==> src/design/ftp_port_pasv_address_parser_core_defines.svh <==
// assertion macros for the ftp port/pasv address parser core
// used by the top level only, no other dependencies
`ifndef FTP_PORT_PASV_ADDRESS_PARSER_CORE_DEFINES_SVH
`define FTP_PORT_PASV_ADDRESS_PARSER_CORE_DEFINES_SVH

`ifndef SYNTH
`define FPP_ASSERT_SAME(label, clk, rst, ante, cons) \
   label: assert property (@(posedge clk) disable iff (rst) (ante) |-> (cons)) \
      else $error("fpp check failed");
`define FPP_ASSERT_NEXT(label, clk, rst, ante, cons) \
   label: assert property (@(posedge clk) disable iff (rst) (ante) |=> (cons)) \
      else $error("fpp check failed");
`else
`define FPP_ASSERT_SAME(label, clk, rst, ante, cons)
`define FPP_ASSERT_NEXT(label, clk, rst, ante, cons)
`endif

`endif

==> src/design/fpp_pkg.sv <==
// shared types and constants for the ftp port/pasv address parser
// no dependencies
package fpp_pkg;

   localparam logic [15:0] MAX_NUMBER = 16'd65535;
   localparam int unsigned NUM_COUNT  = 6;
   localparam int unsigned QUEUE_DEPTH = 2;

   localparam logic [7:0] CHAR_COMMA = 8'h2c;
   localparam logic [7:0] CHAR_MINUS = 8'h2d;
   localparam logic [7:0] CHAR_OPEN  = 8'h28;
   localparam logic [7:0] CHAR_CLOSE = 8'h29;
   localparam logic [7:0] CHAR_ZERO  = 8'h30;
   localparam logic [7:0] CHAR_NINE  = 8'h39;

   localparam logic [1:0] STATUS_OK    = 2'd0;
   localparam logic [1:0] STATUS_COUNT = 2'd1;
   localparam logic [1:0] STATUS_PAREN = 2'd2;

   localparam logic MODE_PORT = 1'b0;
   localparam logic MODE_PASV = 1'b1;

   typedef enum logic [2:0] {
      TOK_DIGIT,
      TOK_COMMA,
      TOK_MINUS,
      TOK_OPEN,
      TOK_CLOSE,
      TOK_OTHER
   } tok_kind_type;

   typedef struct packed {
      tok_kind_type kind;
      logic [3:0]   digit;
      logic         opcode;
      logic         first;
      logic         last;
   } tok_type;

   typedef struct packed {
      logic empty;
      logic full;
   } queue_stat_type;

endpackage

==> src/design/fpp_if.sv <==
// valid/ready channel interfaces for the parser's word and result streams
// depends on nothing
interface fpp_req_if;
   logic       valid;
   logic       ready;
   logic [7:0] data_byte;
   logic       opcode;
   logic       last_byte;

   modport source (output valid, output data_byte, output opcode, output last_byte,
                   input ready);
   modport sink (input valid, input data_byte, input opcode, input last_byte,
                 output ready);
endinterface

interface fpp_rsp_if;
   logic               valid;
   logic               ready;
   logic [1:0]         status;
   logic signed [16:0] host_part_a;
   logic signed [16:0] host_part_b;
   logic signed [16:0] host_part_c;
   logic signed [16:0] host_part_d;
   logic [15:0]        port_number;

   modport source (output valid, output status, output host_part_a, output host_part_b,
                   output host_part_c, output host_part_d, output port_number,
                   input ready);
   modport sink (input valid, input status, input host_part_a, input host_part_b,
                 input host_part_c, input host_part_d, input port_number,
                 output ready);
endinterface

==> src/design/fpp_front.sv <==
// front end: accepts byte words, classifies them into tokens, marks line starts
// depends on fpp_pkg and fpp_req_if
module fpp_front
   import fpp_pkg::*;
(
   input  logic           clock,
   input  logic           reset,
   fpp_req_if.sink        req,
   input  queue_stat_type q_stat,
   output logic           push,
   output tok_type        push_tok
);

   logic first_ff;
   logic first_in;
   logic [7:0] digit_wide;

   assign req.ready  = !q_stat.full;
   assign push       = req.valid && !q_stat.full;
   assign digit_wide = req.data_byte - CHAR_ZERO;

   always_comb begin
      first_in = first_ff;
      if (push) begin
         first_in = req.last_byte;
      end
   end

   always_comb begin
      push_tok.digit  = digit_wide[3:0];
      push_tok.opcode = req.opcode;
      push_tok.first  = first_ff;
      push_tok.last   = req.last_byte;
      if (req.data_byte >= CHAR_ZERO && req.data_byte <= CHAR_NINE) begin
         push_tok.kind = TOK_DIGIT;
      end else begin
         unique case (req.data_byte)
            CHAR_COMMA: push_tok.kind = TOK_COMMA;
            CHAR_MINUS: push_tok.kind = TOK_MINUS;
            CHAR_OPEN:  push_tok.kind = TOK_OPEN;
            CHAR_CLOSE: push_tok.kind = TOK_CLOSE;
            default:    push_tok.kind = TOK_OTHER;
         endcase
      end
   end

   always_ff @(posedge clock) begin
      if (reset) begin
         first_ff <= 1'b1;
      end else begin
         first_ff <= first_in;
      end
   end

endmodule

==> src/design/fpp_queue.sv <==
// two-entry token queue between the front and back ends
// depends on fpp_pkg
module fpp_queue
   import fpp_pkg::*;
(
   input  logic           clock,
   input  logic           reset,
   input  logic           push,
   input  tok_type        push_tok,
   input  logic           pop,
   output tok_type        head_tok,
   output queue_stat_type q_stat
);

   localparam int unsigned PTR_W = $clog2(QUEUE_DEPTH);
   localparam int unsigned CNT_W = $clog2(QUEUE_DEPTH + 1);

   tok_type            entry_ff [QUEUE_DEPTH];
   logic [PTR_W-1:0]   wr_ptr_ff, wr_ptr_in;
   logic [PTR_W-1:0]   rd_ptr_ff, rd_ptr_in;
   logic [CNT_W-1:0]   count_ff, count_in;

   assign head_tok     = entry_ff[rd_ptr_ff];
   assign q_stat.empty = (count_ff == '0);
   assign q_stat.full  = (count_ff == CNT_W'(QUEUE_DEPTH));

   always_comb begin
      wr_ptr_in = wr_ptr_ff;
      rd_ptr_in = rd_ptr_ff;
      count_in  = count_ff;
      if (push) begin
         wr_ptr_in = (wr_ptr_ff == PTR_W'(QUEUE_DEPTH - 1)) ? '0 : wr_ptr_ff + PTR_W'(1);
      end
      if (pop) begin
         rd_ptr_in = (rd_ptr_ff == PTR_W'(QUEUE_DEPTH - 1)) ? '0 : rd_ptr_ff + PTR_W'(1);
      end
      if (push && !pop) begin
         count_in = count_ff + CNT_W'(1);
      end else if (pop && !push) begin
         count_in = count_ff - CNT_W'(1);
      end
   end

   always_ff @(posedge clock) begin
      if (reset) begin
         wr_ptr_ff <= '0;
         rd_ptr_ff <= '0;
         count_ff  <= '0;
      end else begin
         wr_ptr_ff <= wr_ptr_in;
         rd_ptr_ff <= rd_ptr_in;
         count_ff  <= count_in;
      end
      if (push) begin
         entry_ff[wr_ptr_ff] <= push_tok;
      end
   end

endmodule

==> src/design/fpp_back.sv <==
// back end: number accumulation, parenthesis tracking and result register
// depends on fpp_pkg and fpp_rsp_if
module fpp_back
   import fpp_pkg::*;
(
   input  logic           clock,
   input  logic           reset,
   input  tok_type        head_tok,
   input  queue_stat_type q_stat,
   output logic           pop,
   fpp_rsp_if.source      rsp
);

   typedef enum logic [1:0] {
      PH_SEARCH,
      PH_INSIDE,
      PH_CLOSED
   } phase_type;

   phase_type          phase_ff, phase_in, b_phase;
   logic               mode_ff, mode_in;
   logic               nonempty_ff, nonempty_in;
   logic [15:0]        acc_ff, acc_in;
   logic               neg_ff, neg_in;
   logic               innum_ff, innum_in;
   logic [2:0]         cnt_ff, cnt_in;
   logic signed [16:0] store_ff [NUM_COUNT];
   logic signed [16:0] store_in [NUM_COUNT];

   logic               rsp_valid_ff, rsp_valid_in;
   logic [1:0]         status_ff, status_in;
   logic signed [16:0] part_a_ff, part_a_in;
   logic signed [16:0] part_b_ff, part_b_in;
   logic signed [16:0] part_c_ff, part_c_in;
   logic signed [16:0] part_d_ff, part_d_in;
   logic [15:0]        port_ff, port_in;

   logic               out_free;
   logic               parse_en;
   logic               close_num;
   logic [19:0]        prod;
   logic signed [16:0] closed_val;

   assign out_free = !rsp_valid_ff || rsp.ready;
   assign pop      = !q_stat.empty && (!head_tok.last || out_free);

   always_comb begin
      // line start clears the per-line state and latches the mode
      mode_in     = head_tok.first ? head_tok.opcode : mode_ff;
      b_phase     = head_tok.first ? PH_SEARCH : phase_ff;
      phase_in    = b_phase;
      nonempty_in = head_tok.first ? 1'b0 : nonempty_ff;
      acc_in      = head_tok.first ? '0 : acc_ff;
      neg_in      = head_tok.first ? 1'b0 : neg_ff;
      innum_in    = head_tok.first ? 1'b0 : innum_ff;
      cnt_in      = head_tok.first ? '0 : cnt_ff;
      for (int i = 0; i < NUM_COUNT; i++) begin
         store_in[i] = store_ff[i];
      end

      parse_en  = (mode_in == MODE_PORT) ||
                  (b_phase == PH_INSIDE && head_tok.kind != TOK_CLOSE);
      close_num = (parse_en && head_tok.kind == TOK_COMMA) ||
                  (mode_in == MODE_PASV && b_phase == PH_INSIDE &&
                   head_tok.kind == TOK_CLOSE) ||
                  (mode_in == MODE_PORT && head_tok.last);

      if (mode_in == MODE_PASV) begin
         if (b_phase == PH_SEARCH && head_tok.kind == TOK_OPEN) begin
            phase_in = PH_INSIDE;
         end else if (b_phase == PH_INSIDE) begin
            if (head_tok.kind == TOK_CLOSE) begin
               phase_in = PH_CLOSED;
            end else begin
               nonempty_in = 1'b1;
            end
         end
      end

      // acc * 10 + digit, saturating
      prod = {1'b0, acc_in, 3'b000} + {3'b000, acc_in, 1'b0} + {16'd0, head_tok.digit};
      if (parse_en) begin
         case (head_tok.kind)
            TOK_DIGIT: begin
               acc_in   = (prod > {4'd0, MAX_NUMBER}) ? MAX_NUMBER : prod[15:0];
               innum_in = 1'b1;
            end
            TOK_MINUS: begin
               neg_in   = 1'b1;
               innum_in = 1'b1;
            end
            default: ;
         endcase
      end

      closed_val = neg_in ? -$signed({1'b0, acc_in}) : $signed({1'b0, acc_in});
      if (close_num) begin
         if (innum_in) begin
            if (cnt_in < 3'(NUM_COUNT)) begin
               store_in[cnt_in] = closed_val;
            end
            if (cnt_in != 3'd7) begin
               cnt_in = cnt_in + 3'd1;
            end
         end
         acc_in   = '0;
         innum_in = 1'b0;
         neg_in   = 1'b0;
      end

      if (mode_in == MODE_PASV && (phase_in != PH_CLOSED || !nonempty_in)) begin
         status_in = STATUS_PAREN;
      end else if (cnt_in != 3'(NUM_COUNT)) begin
         status_in = STATUS_COUNT;
      end else begin
         status_in = STATUS_OK;
      end

      if (status_in == STATUS_OK) begin
         part_a_in = store_in[0];
         part_b_in = store_in[1];
         part_c_in = store_in[2];
         part_d_in = store_in[3];
         port_in   = {store_in[4][7:0], store_in[5][7:0]};
      end else begin
         part_a_in = '0;
         part_b_in = '0;
         part_c_in = '0;
         part_d_in = '0;
         port_in   = '0;
      end

      rsp_valid_in = rsp_valid_ff && !rsp.ready;
      if (pop && head_tok.last) begin
         rsp_valid_in = 1'b1;
      end
   end

   always_ff @(posedge clock) begin
      if (reset) begin
         phase_ff     <= PH_SEARCH;
         mode_ff      <= MODE_PORT;
         nonempty_ff  <= 1'b0;
         acc_ff       <= '0;
         neg_ff       <= 1'b0;
         innum_ff     <= 1'b0;
         cnt_ff       <= '0;
         rsp_valid_ff <= 1'b0;
      end else begin
         rsp_valid_ff <= rsp_valid_in;
         if (pop) begin
            phase_ff    <= phase_in;
            mode_ff     <= mode_in;
            nonempty_ff <= nonempty_in;
            acc_ff      <= acc_in;
            neg_ff      <= neg_in;
            innum_ff    <= innum_in;
            cnt_ff      <= cnt_in;
         end
      end
      if (pop) begin
         for (int i = 0; i < NUM_COUNT; i++) begin
            store_ff[i] <= store_in[i];
         end
      end
      if (pop && head_tok.last) begin
         status_ff <= status_in;
         part_a_ff <= part_a_in;
         part_b_ff <= part_b_in;
         part_c_ff <= part_c_in;
         part_d_ff <= part_d_in;
         port_ff   <= port_in;
      end
   end

   assign rsp.valid       = rsp_valid_ff;
   assign rsp.status      = status_ff;
   assign rsp.host_part_a = part_a_ff;
   assign rsp.host_part_b = part_b_ff;
   assign rsp.host_part_c = part_c_ff;
   assign rsp.host_part_d = part_d_ff;
   assign rsp.port_number = port_ff;

endmodule

==> src/design/ftp_port_pasv_address_parser_core.sv <==
// a line's last byte word goes through the queue entry, then the result register, to reach rsp
// throughput: one byte word per cycle while the queue has room; back end retires one token a cycle
// a line's final word waits in the queue only while an earlier result word is still held
// reset: synchronous, active high; clears queue, parse state and result valid
// the number store is not reset and is fully rewritten by every line that reports ok
`include "ftp_port_pasv_address_parser_core_defines.svh"

module ftp_port_pasv_address_parser_core
   import fpp_pkg::*;
(
   input logic       clock,
   input logic       reset,
   fpp_req_if.sink   req_chan,
   fpp_rsp_if.source rsp_chan
);

   // front to queue
   logic           push;
   tok_type        push_tok;

   // queue to back
   logic           pop;
   tok_type        head_tok;
   queue_stat_type q_stat;

   // short names for the checks below
   logic           last_pop;
   logic           rsp_fail;
   logic           rsp_all_zero;

   // classify each byte word and flag the first word of a line
   fpp_front u_front (
      .clock    (clock),
      .reset    (reset),
      .req      (req_chan),
      .q_stat   (q_stat),
      .push     (push),
      .push_tok (push_tok)
   );

   // short token queue so the back end can stall on the result side alone
   fpp_queue u_queue (
      .clock    (clock),
      .reset    (reset),
      .push     (push),
      .push_tok (push_tok),
      .pop      (pop),
      .head_tok (head_tok),
      .q_stat   (q_stat)
   );

   // number parsing, paren tracking and the result register
   fpp_back u_back (
      .clock    (clock),
      .reset    (reset),
      .head_tok (head_tok),
      .q_stat   (q_stat),
      .pop      (pop),
      .rsp      (rsp_chan)
   );

   // a line's final token leaving the queue
   assign last_pop     = pop && head_tok.last;
   assign rsp_fail     = rsp_chan.valid && rsp_chan.status != STATUS_OK;
   assign rsp_all_zero = rsp_chan.host_part_a == '0 && rsp_chan.host_part_b == '0 &&
                         rsp_chan.host_part_c == '0 && rsp_chan.host_part_d == '0 &&
                         rsp_chan.port_number == '0;

   // the back end never retires a token from an empty queue
   `FPP_ASSERT_SAME(a_pop_nonempty, clock, reset, pop, !q_stat.empty)
   // a new result word only follows the retirement of a line's final token
   `FPP_ASSERT_NEXT(a_rsp_from_last, clock, reset, !rsp_chan.valid && !last_pop, !rsp_chan.valid)
   // failed lines report all-zero address and port
   `FPP_ASSERT_SAME(a_fail_zero, clock, reset, rsp_fail, rsp_all_zero)

endmodule

==> src/flat_wrapper.sv <==
// flat-port wrapper written by rule: the top's interface ports become plain ports
module ftp_port_pasv_address_parser_core_flat import fpp_pkg::*;
  (clock, reset, req_chan_valid, req_chan_data_byte, req_chan_opcode, req_chan_last_byte, req_chan_ready, rsp_chan_valid, rsp_chan_status, rsp_chan_host_part_a, rsp_chan_host_part_b, rsp_chan_host_part_c, rsp_chan_host_part_d, rsp_chan_port_number, rsp_chan_ready);
  fpp_req_if req_chan_i ();
  fpp_rsp_if rsp_chan_i ();
  input logic clock;
  input logic reset;
  input wire logic [$bits(req_chan_i.valid)-1:0] req_chan_valid;
  input wire logic [$bits(req_chan_i.data_byte)-1:0] req_chan_data_byte;
  input wire logic [$bits(req_chan_i.opcode)-1:0] req_chan_opcode;
  input wire logic [$bits(req_chan_i.last_byte)-1:0] req_chan_last_byte;
  output wire logic [$bits(req_chan_i.ready)-1:0] req_chan_ready;
  output wire logic [$bits(rsp_chan_i.valid)-1:0] rsp_chan_valid;
  output wire logic [$bits(rsp_chan_i.status)-1:0] rsp_chan_status;
  output wire logic [$bits(rsp_chan_i.host_part_a)-1:0] rsp_chan_host_part_a;
  output wire logic [$bits(rsp_chan_i.host_part_b)-1:0] rsp_chan_host_part_b;
  output wire logic [$bits(rsp_chan_i.host_part_c)-1:0] rsp_chan_host_part_c;
  output wire logic [$bits(rsp_chan_i.host_part_d)-1:0] rsp_chan_host_part_d;
  output wire logic [$bits(rsp_chan_i.port_number)-1:0] rsp_chan_port_number;
  input wire logic [$bits(rsp_chan_i.ready)-1:0] rsp_chan_ready;
  assign req_chan_i.valid = req_chan_valid;
  assign req_chan_i.data_byte = req_chan_data_byte;
  assign req_chan_i.opcode = req_chan_opcode;
  assign req_chan_i.last_byte = req_chan_last_byte;
  assign req_chan_ready = req_chan_i.ready;
  assign rsp_chan_valid = rsp_chan_i.valid;
  assign rsp_chan_status = rsp_chan_i.status;
  assign rsp_chan_host_part_a = rsp_chan_i.host_part_a;
  assign rsp_chan_host_part_b = rsp_chan_i.host_part_b;
  assign rsp_chan_host_part_c = rsp_chan_i.host_part_c;
  assign rsp_chan_host_part_d = rsp_chan_i.host_part_d;
  assign rsp_chan_port_number = rsp_chan_i.port_number;
  assign rsp_chan_i.ready = rsp_chan_ready;
  ftp_port_pasv_address_parser_core u_core (.clock(clock), .reset(reset), .req_chan(req_chan_i), .rsp_chan(rsp_chan_i));
endmodule
==> config.mk <==
export PLATFORM = sky130hd
export DESIGN_NAME = ftp_port_pasv_address_parser_core_flat
export DESIGN_NICKNAME = d
export VERILOG_FILES = /design/src/design/fpp_pkg.sv /design/src/design/fpp_if.sv /design/src/design/fpp_front.sv /design/src/design/fpp_queue.sv /design/src/design/fpp_back.sv /design/src/design/ftp_port_pasv_address_parser_core.sv /design/src/flat_wrapper.sv
export VERILOG_INCLUDE_DIRS = /design/src /design/src/design
export SDC_FILE = /design/constraint.sdc
export NUM_CORES = 1
export LEC_CHECK = 0
export BUFFER_PORTS_ARGS = -buffer_cell sky130_fd_sc_hd__buf_2
export CELL_PAD_IN_SITES_DETAIL_PLACEMENT = 0
export CELL_PAD_IN_SITES_GLOBAL_PLACEMENT = 1
export CORE_ASPECT_RATIO = 1.4
export CORE_MARGIN = 10
export CORE_UTILIZATION = 51
export DETAILED_ROUTE_END_ITERATION = 7
export PLACE_DENSITY = 0.83
export REMOVE_ABC_BUFFERS = 1
export SYNTH_ARGS = -nofsm -noshare
export SYNTH_HDL_FRONTEND = slang
export SYNTH_HIERARCHICAL = 1
export SYNTH_SLANG_ARGS = --single-unit
==> constraint.sdc <==
create_clock -name clock -period 12.9 [get_ports clock]
set_input_delay 2.58 -clock clock [delete_from_list [all_inputs] [get_ports clock]]
set_output_delay 2.58 -clock clock [all_outputs]
set_load 0.1 [all_outputs]
==> flow_metrics.py, run 1 <==
metrics = {
    "sta": {
        "setup_violations": 0,
        "finalCritPeriodShare_pct": 50.10,
        "setup_tns_ps": 0,
        "max_slew.worst_pin.slew_ps": 1058,
        "slew_headroom_pct": 29.47,
        "rsz0062_at_grt": "no",
        "max_freq_ghz": 0.1547,
        "finalClockSkew_ps": 27.84,
        "finalHoldViolCount": 0,
        "maxSlewViolCount": 0,
        "period_needed_ps": 6463,
    },
    "pwr": {
        "p_leak_nw": 4.706,
        "powerDensity_nw_per_um2": 234.6,
        "ir_drop_uv": 144.8,
    },
    "cts": {
        "cts_buffer_depth": 3,
        "clk_latency_ps": 520,
        "ctsHoldBuffers": 0,
        "cts_buffers": 22,
        "cts_resized": 0,
        "cts_tree": "yes",
        "root_buffer": "clkbuf_16",
        "cts.sinks": 222,
        "clk_pin_slew_ps": 60,
        "htreeDepth": 1,
        "post-cts-setup-buffers": 0,
    },
    "global_route": {
        "grt_max_degree": 85,
        "grt_usage_pct": 16.64,
        "grt_pass1_wl_um": 38520,
        "overflow": 0,
        "antenna_found_initial": 0,
        "grt_pass1_vias": 7533,
    },
    "outcome": {
        "outcome": "finished, final reports clean",
    },
    "synth": {
        "syn_area_um2": 11010,
        "avgSynthCellArea_um2": 11.05,
        "ys_seq_area_share_pct": 57.66,
        "synth-seq-cells": 222,
        "netlist_instances": 996,
        "ys.flop_type": "edfxtp_1",
        "synthDistinctLibCells": 83,
        "async_reset_ff_share_pct": 0,
        "ys_warn_count": 6,
        "synth_edf_count": 190,
    },
    "flow_run": {
        "maxCapViolations": 0,
    },
    "cells_and_area": {
        "fin_cells": 1353,
        "drive_above_1_share_pct": 18.48,
        "final_cell_mix": "edfxtp_1 (190), nor2_1 (176), buf_2 (101), a21oi_1 (97), nand2_1 (66)",
        "final_util_pct": 58.62,
        "syn_to_final_growth_pct": 12.92,
        "antenna_cells": 0,
        "nets": 1126,
        "final_common_cell": "edfxtp_1",
    },
    "setup_path": {
        "startpoint_type": "register",
        "crit_path_end_kind": "register",
        "cp_slowest_cell": "nor3_2",
        "critPathArrivalTime_ps": 6670,
        "critPathKind": "reg2reg",
        "max_stage_delay_ps": 690,
        "critPathRequiredTime_ps": 13110,
        "worstPathCellList": "mux2_2 > nor2b_1 > xor2_1 > ha_1 > fa_1 > a211oi_2 > o31ai_4 > o2111ai_1 > a22o_1 > a31oi_2 > nor3_2 > a21oi_1 > inv_1 > ha_1 > and2_1 > o211a_1 > a21oi_1 > xnor2_1 > a211oi_1",
        "path_max_fanout": 31,
    },
    "floorplan": {
        "die_w_um": 144.2,
        "io_pins": 102,
        "fp.dieH_um": 193.8,
        "start_util_pct": 51.91,
        "fp.coreArea_um2": 21200,
        "rows": 63,
        "dieArea_um2": 27940,
    },
    "routing": {
        "drc": 0,
        "drt-total-wl_um": 23680,
        "vias_per_cell": 5.736,
        "postRouteAntennaNets": 0,
        "num_vias": 7761,
        "drt_iter0_drc": 653,
        "firstDrtPassIters": 5,
        "wl_per_cell_um": 17.50,
    },
    "hold_path": {
        "min_path_type": "reg2reg",
    },
    "placed_design": {
        "routabilityCongestion": 0.8469,
        "dp_hpwl_um": 16650,
        "dp.cells": 1313,
        "io_buffer_count": 101,
    },
}
[stage by stage]
step | hold WS [ps] | instance area [µm²] | setup slack [ps] | power [W]
after floorplan | 417.8 | 10740 | 5336 | 0.002098
after global placement | 429.6 | 11690 | 6667 | 0.002270
after detailed placement | 435.3 | 11690 | 6489 | 0.002288
after CTS | 453.3 | 12430 | 6444 | 0.002937
after global routing | 464.7 | 12430 | 5938 | 0.003054
final | 451.0 | 12430 | 6437 | 0.002917
[worst paths after layout]
kind                                start                                 to  slack [ps]  cells past startpoint
setup reg to reg                 register  u_core/u_back/rsp.host_part_b[12]        6440                     19
setup / recovery                 register  u_core/u_back/rsp.host_part_b[12]        6440                     19
hold / removal    u_core/u_front/first_ff      u_core/u_queue/entry_ff[0][1]         450                      0
hold reg to reg   u_core/u_front/first_ff      u_core/u_queue/entry_ff[0][1]         450                      0
[power by group]
part | internal (W) | switching (W) | leakage, nW | total [W]
clock | 0.000377 | 0.000272 | 0.357 | 0.000649
combinational | 0.000182 | 0.000895 | 2.28 | 0.00108
sequential | 0.00112 | 0.0000718 | 2.06 | 0.00119
total | 0.00168 | 0.00124 | 4.71 | 0.00292
[Yosys cell counts (12+ instances only)]
library cell / n / area [µm²]
a211oi_1: 24 / 180.2
a21oi_1: 97 / 485.5
clkbuf_1: 31 / 116.4
dfxtp_1: 32 / 640.6
edfxtp_1: 190 / 5705
ha_1: 34 / 425.4
inv_1: 12 / 45.04
nand2_1: 66 / 247.7
nor2_1: 177 / 664.4
nor2b_1: 48 / 300.3
nor3_1: 15 / 75.07
o21ai_0: 34 / 170.2
o21ai_1: 16 / 80.08
xnor2_1: 13 / 113.9
xor2_1: 13 / 113.9
[registers in the layout, summed over array words and instances, names as in the netlist, named ones only]
signal / flops
u_core/u_front/first_ff: 1
u_core/u_queue/count_ff: 2
u_core/u_back/rsp.port_number: 16
u_core/u_back/rsp.valid: 1
u_core/u_back/rsp.host_part_b: 17
u_core/u_back/rsp.host_part_c: 17
u_core/u_back/nonempty_ff: 1
u_core/u_back/phase_ff: 2
u_core/u_queue/rd_ptr_ff: 1
u_core/u_back/rsp.status: 2
u_core/u_back/store_ff: 84
u_core/u_queue/wr_ptr_ff: 1
u_core/u_back/rsp.host_part_d: 17
u_core/u_back/innum_ff: 1
u_core/u_back/mode_ff: 1
u_core/u_back/acc_ff: 16
u_core/u_back/rsp.host_part_a: 17
u_core/u_back/neg_ff: 1
u_core/u_back/cnt_ff: 3
u_core/u_queue/entry_ff: 20
[routing by layer]
layer	vias up	global-route usage [%]	wire, µm
li1	3849	-	-
met1	3656	21.11	10300
met2	204	28.43	11670
met3	52	1.912	1002
met4	0	5.871	705
met5	-	0	0
[final cells by class]
class | instances | area [µm²]
well taps | 260 | 325.3
fillers | 1840 | 8775
clock buffers | 23 | 554.3
flip-flops and latches | 222 | 6346
repair buffers | 113 | 595.6
multi-input cells | 704 | 4367
inverters | 14 | 53.80
clock inverters | 17 | 187.7
[kinds of logic (layout without fill, tap and decap cells)]
logic type | after synthesis | in the layout | share of synthesized area (%)
AO/OA/AOI/OAI | 265 | 265 | 16.20
adder cells (fa/ha/maj) | 35 | 35 | 4.047
multiplexers | 15 | 15 | 1.478
buffers and inverters | 70 | 167 | 2.898
flip-flops | 222 | 222 | 57.66
XOR/XNOR | 29 | 29 | 2.512
AND/OR/NAND/NOR | 360 | 360 | 15.21
[worst max-delay path, delay by kind of cell (launching register included)]
family	cells	cell delay (ps)
AO/OA/AOI/OAI	9	1850
AND/OR/NAND/NOR	3	1400
adder cells (fa/ha/maj)	3	1030
multiplexers	1	620
flip-flops	1	560
XOR/XNOR	2	540
buffers and inverters	1	120
(Power assumes the default switching activity.)
==> run 2, diff against run 1 <==
Settings changed: CORE_UTILIZATION 51 to 43, PLACE_DENSITY 0.83 to 0.74.
Clock period 12.9 ns to 5.8 ns, I/O delays scaled along.
==> run 2 against run 1 <==
Effect of this change:
- wire length increased by 7.4%
- clock skew increased by 0.59 ps
- utilization decreased by 8.9 points
- critical path type unchanged
==> flow_metrics.py, run 2 (synthesis results as in run 1) <==
metrics = {
    "outcome": {
        "outcome": "finished, final reports clean",
    },
    "global_route": {
        "antenna_found_initial": 0,
        "overflow": 0,
        "grt_pass1_wl_um": 41230,
        "grt_usage_pct": 15.19,
        "grt_max_degree": 71,
        "grt_pass1_vias": 7783,
    },
    "routing": {
        "drc": 0,
        "firstDrtPassIters": 5,
        "drt_iter0_drc": 395,
        "num_vias": 7791,
        "routedLengthMet1_um": 10840,
        "wl_met3_um": 1205,
        "postRouteAntennaNets": 0,
        "wl_met2_um": 12830,
        "dr.max_layer_used": "met4",
        "wl_per_cell_um": 17.90,
        "drt-total-wl_um": 25440,
        "vias_per_cell": 5.483,
    },
    "setup_path": {
        "critPathKind": "reg2reg",
        "startpoint_type": "register",
        "reg2reg_to": "u_core/u_back/rsp.host_part_b[12]",
        "regToRegSetupSlack_ps": 380,
        "crit_path_end_kind": "register",
        "path_max_fanout": 18,
        "rr_worst_depth": 16,
        "critPathArrivalTime_ps": 5640,
        "critPathRequiredTime_ps": 6020,
    },
    "sta": {
        "max_freq_ghz": 0.1844,
        "holdWs_ps": 476.8,
        "slew_headroom_pct": 21.22,
        "setup_slack_ps": 377.8,
        "rsz0062_at_grt": "no",
        "setup_violations": 0,
        "finalClockSkew_ps": 28.43,
        "period_needed_ps": 5422,
        "max_slew.worst_pin.slew_ps": 1173,
        "setup_tns_ps": 0,
        "maxSlewViolCount": 0,
        "finalCritPeriodShare_pct": 93.49,
        "finalHoldViolCount": 0,
    },
    "cells_and_area": {
        "final_common_cell": "edfxtp_1",
        "regMostFlops": "u_core/u_back/store_ff",
        "antenna_cells": 0,
        "fin_cells": 1421,
        "largest_register_ff_count": 84,
        "nets": 1135,
        "top_regs": "u_core/u_back/store_ff (84), u_core/u_queue/entry_ff (20)",
        "fillCellCount": 2291,
        "final_cell_mix": "edfxtp_1 (190), nor2_1 (176), buf_2 (101), a21oi_1 (97), nand2_1 (66)",
        "drive_above_1_share_pct": 19.06,
        "syn_to_final_growth_pct": 14.23,
    },
    "floorplan": {
        "rows": 69,
        "io_pins": 102,
        "die_w_um": 155.2,
        "start_util_pct": 43.51,
        "fp.dieH_um": 209.3,
        "fp.coreArea_um2": 25300,
        "dieArea_um2": 32490,
    },
    "placed_design": {
        "routabilityCongestion": 0.8761,
        "io_buffer_count": 101,
        "dp.cells": 1381,
        "post-place-ws_ps": 365.5,
        "dp_hpwl_um": 18030,
    },
    "cts": {
        "clk_pin_slew_ps": 60,
        "cts.sinks": 222,
        "htreeDepth": 1,
        "root_buffer": "clkbuf_16",
        "cts_tree": "yes",
        "cts_buffer_depth": 3,
        "cts_buffers": 22,
        "clk_latency_ps": 510,
        "post-cts-setup-buffers": 0,
    },
    "pwr": {
        "finalPower_w": 0.006514,
        "ir_drop_uv": 420.9,
        "p_leak_nw": 4.755,
        "powerDensity_nw_per_um2": 518.1,
    },
    "hold_path": {
        "min_path_cells": 2,
        "hp-start": "u_core/u_back/neg_ff",
        "min_path_type": "reg2reg",
        "min_to": "u_core/u_back/neg_ff",
    },
    "flow_run": {
        "maxCapViolations": 0,
    },
}
[run 2: cell count changes in the layout (fill, tap and decap cells not counted), sizes merged]
cell and delta:
buf +9, clkbuf +8, clkinv -4, clkinvlp -2, bufinv -1, inv -1
[run 2: per-layer routing]
layer	global-route usage, %	vias to the layer above
li1	-	3860
met1	18.84	3703
met2	26.79	189
met3	2.108	39
met4	4.431	0
met5	0	-
[run 2: power by group]
group          internal, W  switching, W
logic             0.000419       0.00202
clock network     0.000845      0.000588
registers          0.00249      0.000152
total              0.00375       0.00276
[run 2: critical path, stage by stage (launching register included)]
cell and delay [ps]:
dfxtp_1 330, mux2_2 500, nor2b_1 500, ha_1 340, ha_1 390, nand2_1 150
or3_1 430, o21ai_0 270, o211ai_1 190, or3_1 440, o22ai_2 160, ha_1 260
and2_1 200, o211a_1 280, a21oi_1 110, xnor2_1 420, a211oi_1 140
[run 2: metrics by stage]
step | area, µm² | util (%)
floorplan | 10740 | -
global placement | 11830 | 46.76
detailed placement | 11830 | 46.76
CTS | 12570 | 49.68
global route | 12570 | 49.71
finish | 12570 | 49.71
[run 2: worst max path at each step]
| stage | start | endpoint | depth (start not counted) |
|---|---|---|---|
| after floorplan | rsp_chan_ready | u_core/u_back/rsp.host_part_a[0] | 4 |
| after global placement | register | u_core/u_back/rsp.host_part_b[10] | 16 |
| after detailed placement | register | u_core/u_back/rsp.host_part_b[10] | 18 |
| after CTS | register | u_core/u_back/rsp.host_part_b[10] | 16 |
| after global routing | register | u_core/u_back/rsp.host_part_d[12] | 18 |
| final | register | u_core/u_back/rsp.host_part_b[12] | 16 |
[run 2: what timing repair did]
item	4_1_cts	5_1_grt
hold buffers	0	0
setup endpoints to repair	0	6
resized for setup	0	1
[run 2: area by class of cell]
cell class | instances | area (µm²) | area share, %
flip-flops and latches | 222 | 6346 | 50.47
multi-input cells | 704 | 4374 | 34.79
repair buffers | 122 | 663.1 | 5.274
clock buffers | 31 | 624.3 | 4.966
well taps | 319 | 399.1 | 3.174
clock inverters | 9 | 112.6 | 0.8956
inverters | 14 | 53.80 | 0.4279
==> run 3, diff against run 2 <==
Settings changed: MAX_ROUTING_LAYER set to met4.
==> run 3 against run 2 <==
Effect of this change:
- clock skew is 17 ps lower
- final area is 0.98% higher
- clock power is 15% higher
- first-iteration DRC count is 3.5% higher
- global-route usage is 0.67 points higher
- setup slack better by 40 ps
- sequential cell count stayed put
- die area stayed put
- register-to-register slack better by 40 ps
- total power is 3.2% higher
- combinational power hardly changed
- critical endpoint is now u_core/u_back/rsp.host_part_d[14]
- largest cell class unchanged
==> flow_metrics.py, run 3 (synthesis results as in run 1) <==
metrics = {
    "hold_path": {
        "min_path_type": "reg2reg",
        "min_path_cells": 2,
        "hp-start": "u_core/u_back/neg_ff",
        "min_to": "u_core/u_back/neg_ff",
    },
    "global_route": {
        "antenna_found_initial": 0,
        "overflow": 0,
        "grt_usage_pct": 15.86,
        "grt_max_degree": 91,
        "grt_pass1_wl_um": 41800,
        "grt_pass1_vias": 7812,
    },
    "cells_and_area": {
        "largest_register_ff_count": 84,
        "final_common_cell": "edfxtp_1",
        "syn_to_final_growth_pct": 15.35,
        "nets": 1135,
        "design_area_um2": 12700,
        "antenna_cells": 0,
        "fin_cells": 1421,
        "final_cell_mix": "edfxtp_1 (190), nor2_1 (176), buf_2 (101), a21oi_1 (97), nand2_1 (66)",
        "final_util_pct": 50.19,
        "drive_above_1_share_pct": 19.60,
        "regMostFlops": "u_core/u_back/store_ff",
        "top_regs": "u_core/u_back/store_ff (84), u_core/u_queue/entry_ff (20)",
    },
    "setup_path": {
        "cp_slowest_cell": "mux2_2",
        "rr_worst_depth": 18,
        "path_max_fanout": 18,
        "critPathArrivalTime_ps": 5600,
        "critPathKind": "reg2reg",
        "critPathRequiredTime_ps": 6020,
        "crit_path_end_kind": "register",
        "regToRegSetupSlack_ps": 420,
        "crit_buf_inv": 0,
        "max_stage_delay_ps": 500,
        "reg2reg_to": "u_core/u_back/rsp.host_part_d[14]",
        "crit_family": "compound AO/OA/AOI/OAI gates",
        "startpoint_type": "register",
        "worstPathCellList": "mux2_2 > nor2b_1 > ha_1 > ha_1 > fa_1 > a211oi_2 > o31ai_4 > nor4b_2 > nor3_1 > o211ai_1 > or3_1 > o22ai_2 > ha_1 > and2_1 > o211a_1 > a21oi_1 > xnor2_1 > a211oi_1",
        "cpMostUsedCell": "ha_1",
    },
    "placed_design": {
        "dp.cells": 1381,
        "placed_cell_area_um2": 11830,
        "post-place-ws_ps": 371.8,
        "io_buffer_count": 101,
        "routabilityCongestion": 0.8664,
        "dp_hpwl_um": 18320,
    },
    "pwr": {
        "powerDensity_nw_per_um2": 529.7,
        "p_leak_nw": 4.804,
        "ir_drop_uv": 401.6,
    },
    "routing": {
        "postRouteAntennaNets": 0,
        "wl_per_cell_um": 18.17,
        "vias_per_cell": 5.468,
        "firstDrtPassIters": 5,
        "drt-total-wl_um": 25820,
        "num_vias": 7770,
        "drc": 0,
        "drt_iter0_drc": 409,
    },
    "sta": {
        "period_needed_ps": 5382,
        "slew_headroom_pct": 20.53,
        "finalCritPeriodShare_pct": 92.80,
        "setup_violations": 0,
        "max_slew.worst_pin.slew_ps": 1192,
        "finalHoldViolCount": 0,
        "rsz0062_at_grt": "no",
        "finalClockSkew_ps": 10.95,
        "max_freq_ghz": 0.1858,
        "maxSlewViolCount": 0,
        "setup_tns_ps": 0,
        "setup_slack_ps": 417.7,
    },
    "cts": {
        "clk_pin_slew_ps": 70,
        "cts.sinks": 222,
        "cts_buffers": 22,
        "cts_tree": "yes",
        "post-cts-setup-buffers": 0,
        "root_buffer": "clkbuf_16",
        "htreeDepth": 1,
        "clk_latency_ps": 500,
        "cts_buffer_depth": 3,
    },
    "floorplan": {
        "fp.dieH_um": 209.3,
        "die_w_um": 155.2,
        "io_pins": 102,
        "dieArea_um2": 32490,
        "start_util_pct": 43.51,
        "fp.coreArea_um2": 25300,
        "rows": 69,
    },
    "flow_run": {
        "maxCapViolations": 0,
    },
    "outcome": {
        "outcome": "finished, final reports clean",
    },
}
-- run 3: cell count changes in the layout (fill, tap and decap cells not counted), sizes merged --
cell	change
clkinvlp	+3
clkinv	-1
inv	+1
bufinv	+5
clkbuf	-8
-- run 3: cell type report --
cell class	count	area, µm²
Multi-Input combinational cell	704	4382
Tap cell	319	399.1
Inverter	14	53.80
Fill cell	2285	12600
Clock buffer	23	575.6
Sequential cell	222	6346
Timing Repair Buffer	122	663.1
Clock inverter	17	276.5
-- run 3: repair_timing --
item                       in CTS  in global routing
resized for setup               0                  2
hold buffers                    0                  0
setup endpoints to repair       0                 11
-- run 3: worst max-delay path by stage --
stage                        start                                end  slack, ps  cells past startpoint
floorplan           rsp_chan_ready   u_core/u_back/rsp.host_part_a[0]       -340                      4
global placement          register  u_core/u_back/rsp.host_part_b[10]        480                     17
detailed placement        register  u_core/u_back/rsp.host_part_b[10]        370                     18
CTS                       register  u_core/u_back/rsp.host_part_b[10]        320                     18
global route              register   u_core/u_back/rsp.port_number[4]         30                     19
finish                    register  u_core/u_back/rsp.host_part_d[14]        420                     18
-- run 3: report_power, final --
group          switching [W]  internal, W
sequential          0.000157      0.00249
combinational        0.00202     0.000415
clock               0.000605      0.00104
total                0.00278      0.00394
-- run 3: through the flow --
stage,power (W),hold slack (ps)
floorplan,0.004666,417.8
global placement,0.005081,453.7
detailed placement,0.005130,462.6
CTS,0.006790,472.0
global route,0.007044,508.9
finish,0.006725,476.6
-- run 3: worst reg2reg max path, cell delays in order (launching register included) --
cell and delay [ps]:
dfxtp_1 330, mux2_2 500, nor2b_1 340, ha_1 300
ha_1 260, fa_1 430, a211oi_2 380, o31ai_4 140
nor4b_2 180, nor3_1 170, o211ai_1 150, or3_1 430
o22ai_2 150, ha_1 260, and2_1 200, o211a_1 280
a21oi_1 120, xnor2_1 360, a211oi_1 140
-- run 3: layer usage --
layer	share of wire (%)	routed length, µm	vias up	GRT usage [%]
li1	-	-	3848	-
met1	43	11060	3718	19.20
met2	51	13110	169	27.47
met3	4.6	1189	35	2.108
met4	1.8	465	0	3.784
met5	0	0	-	-
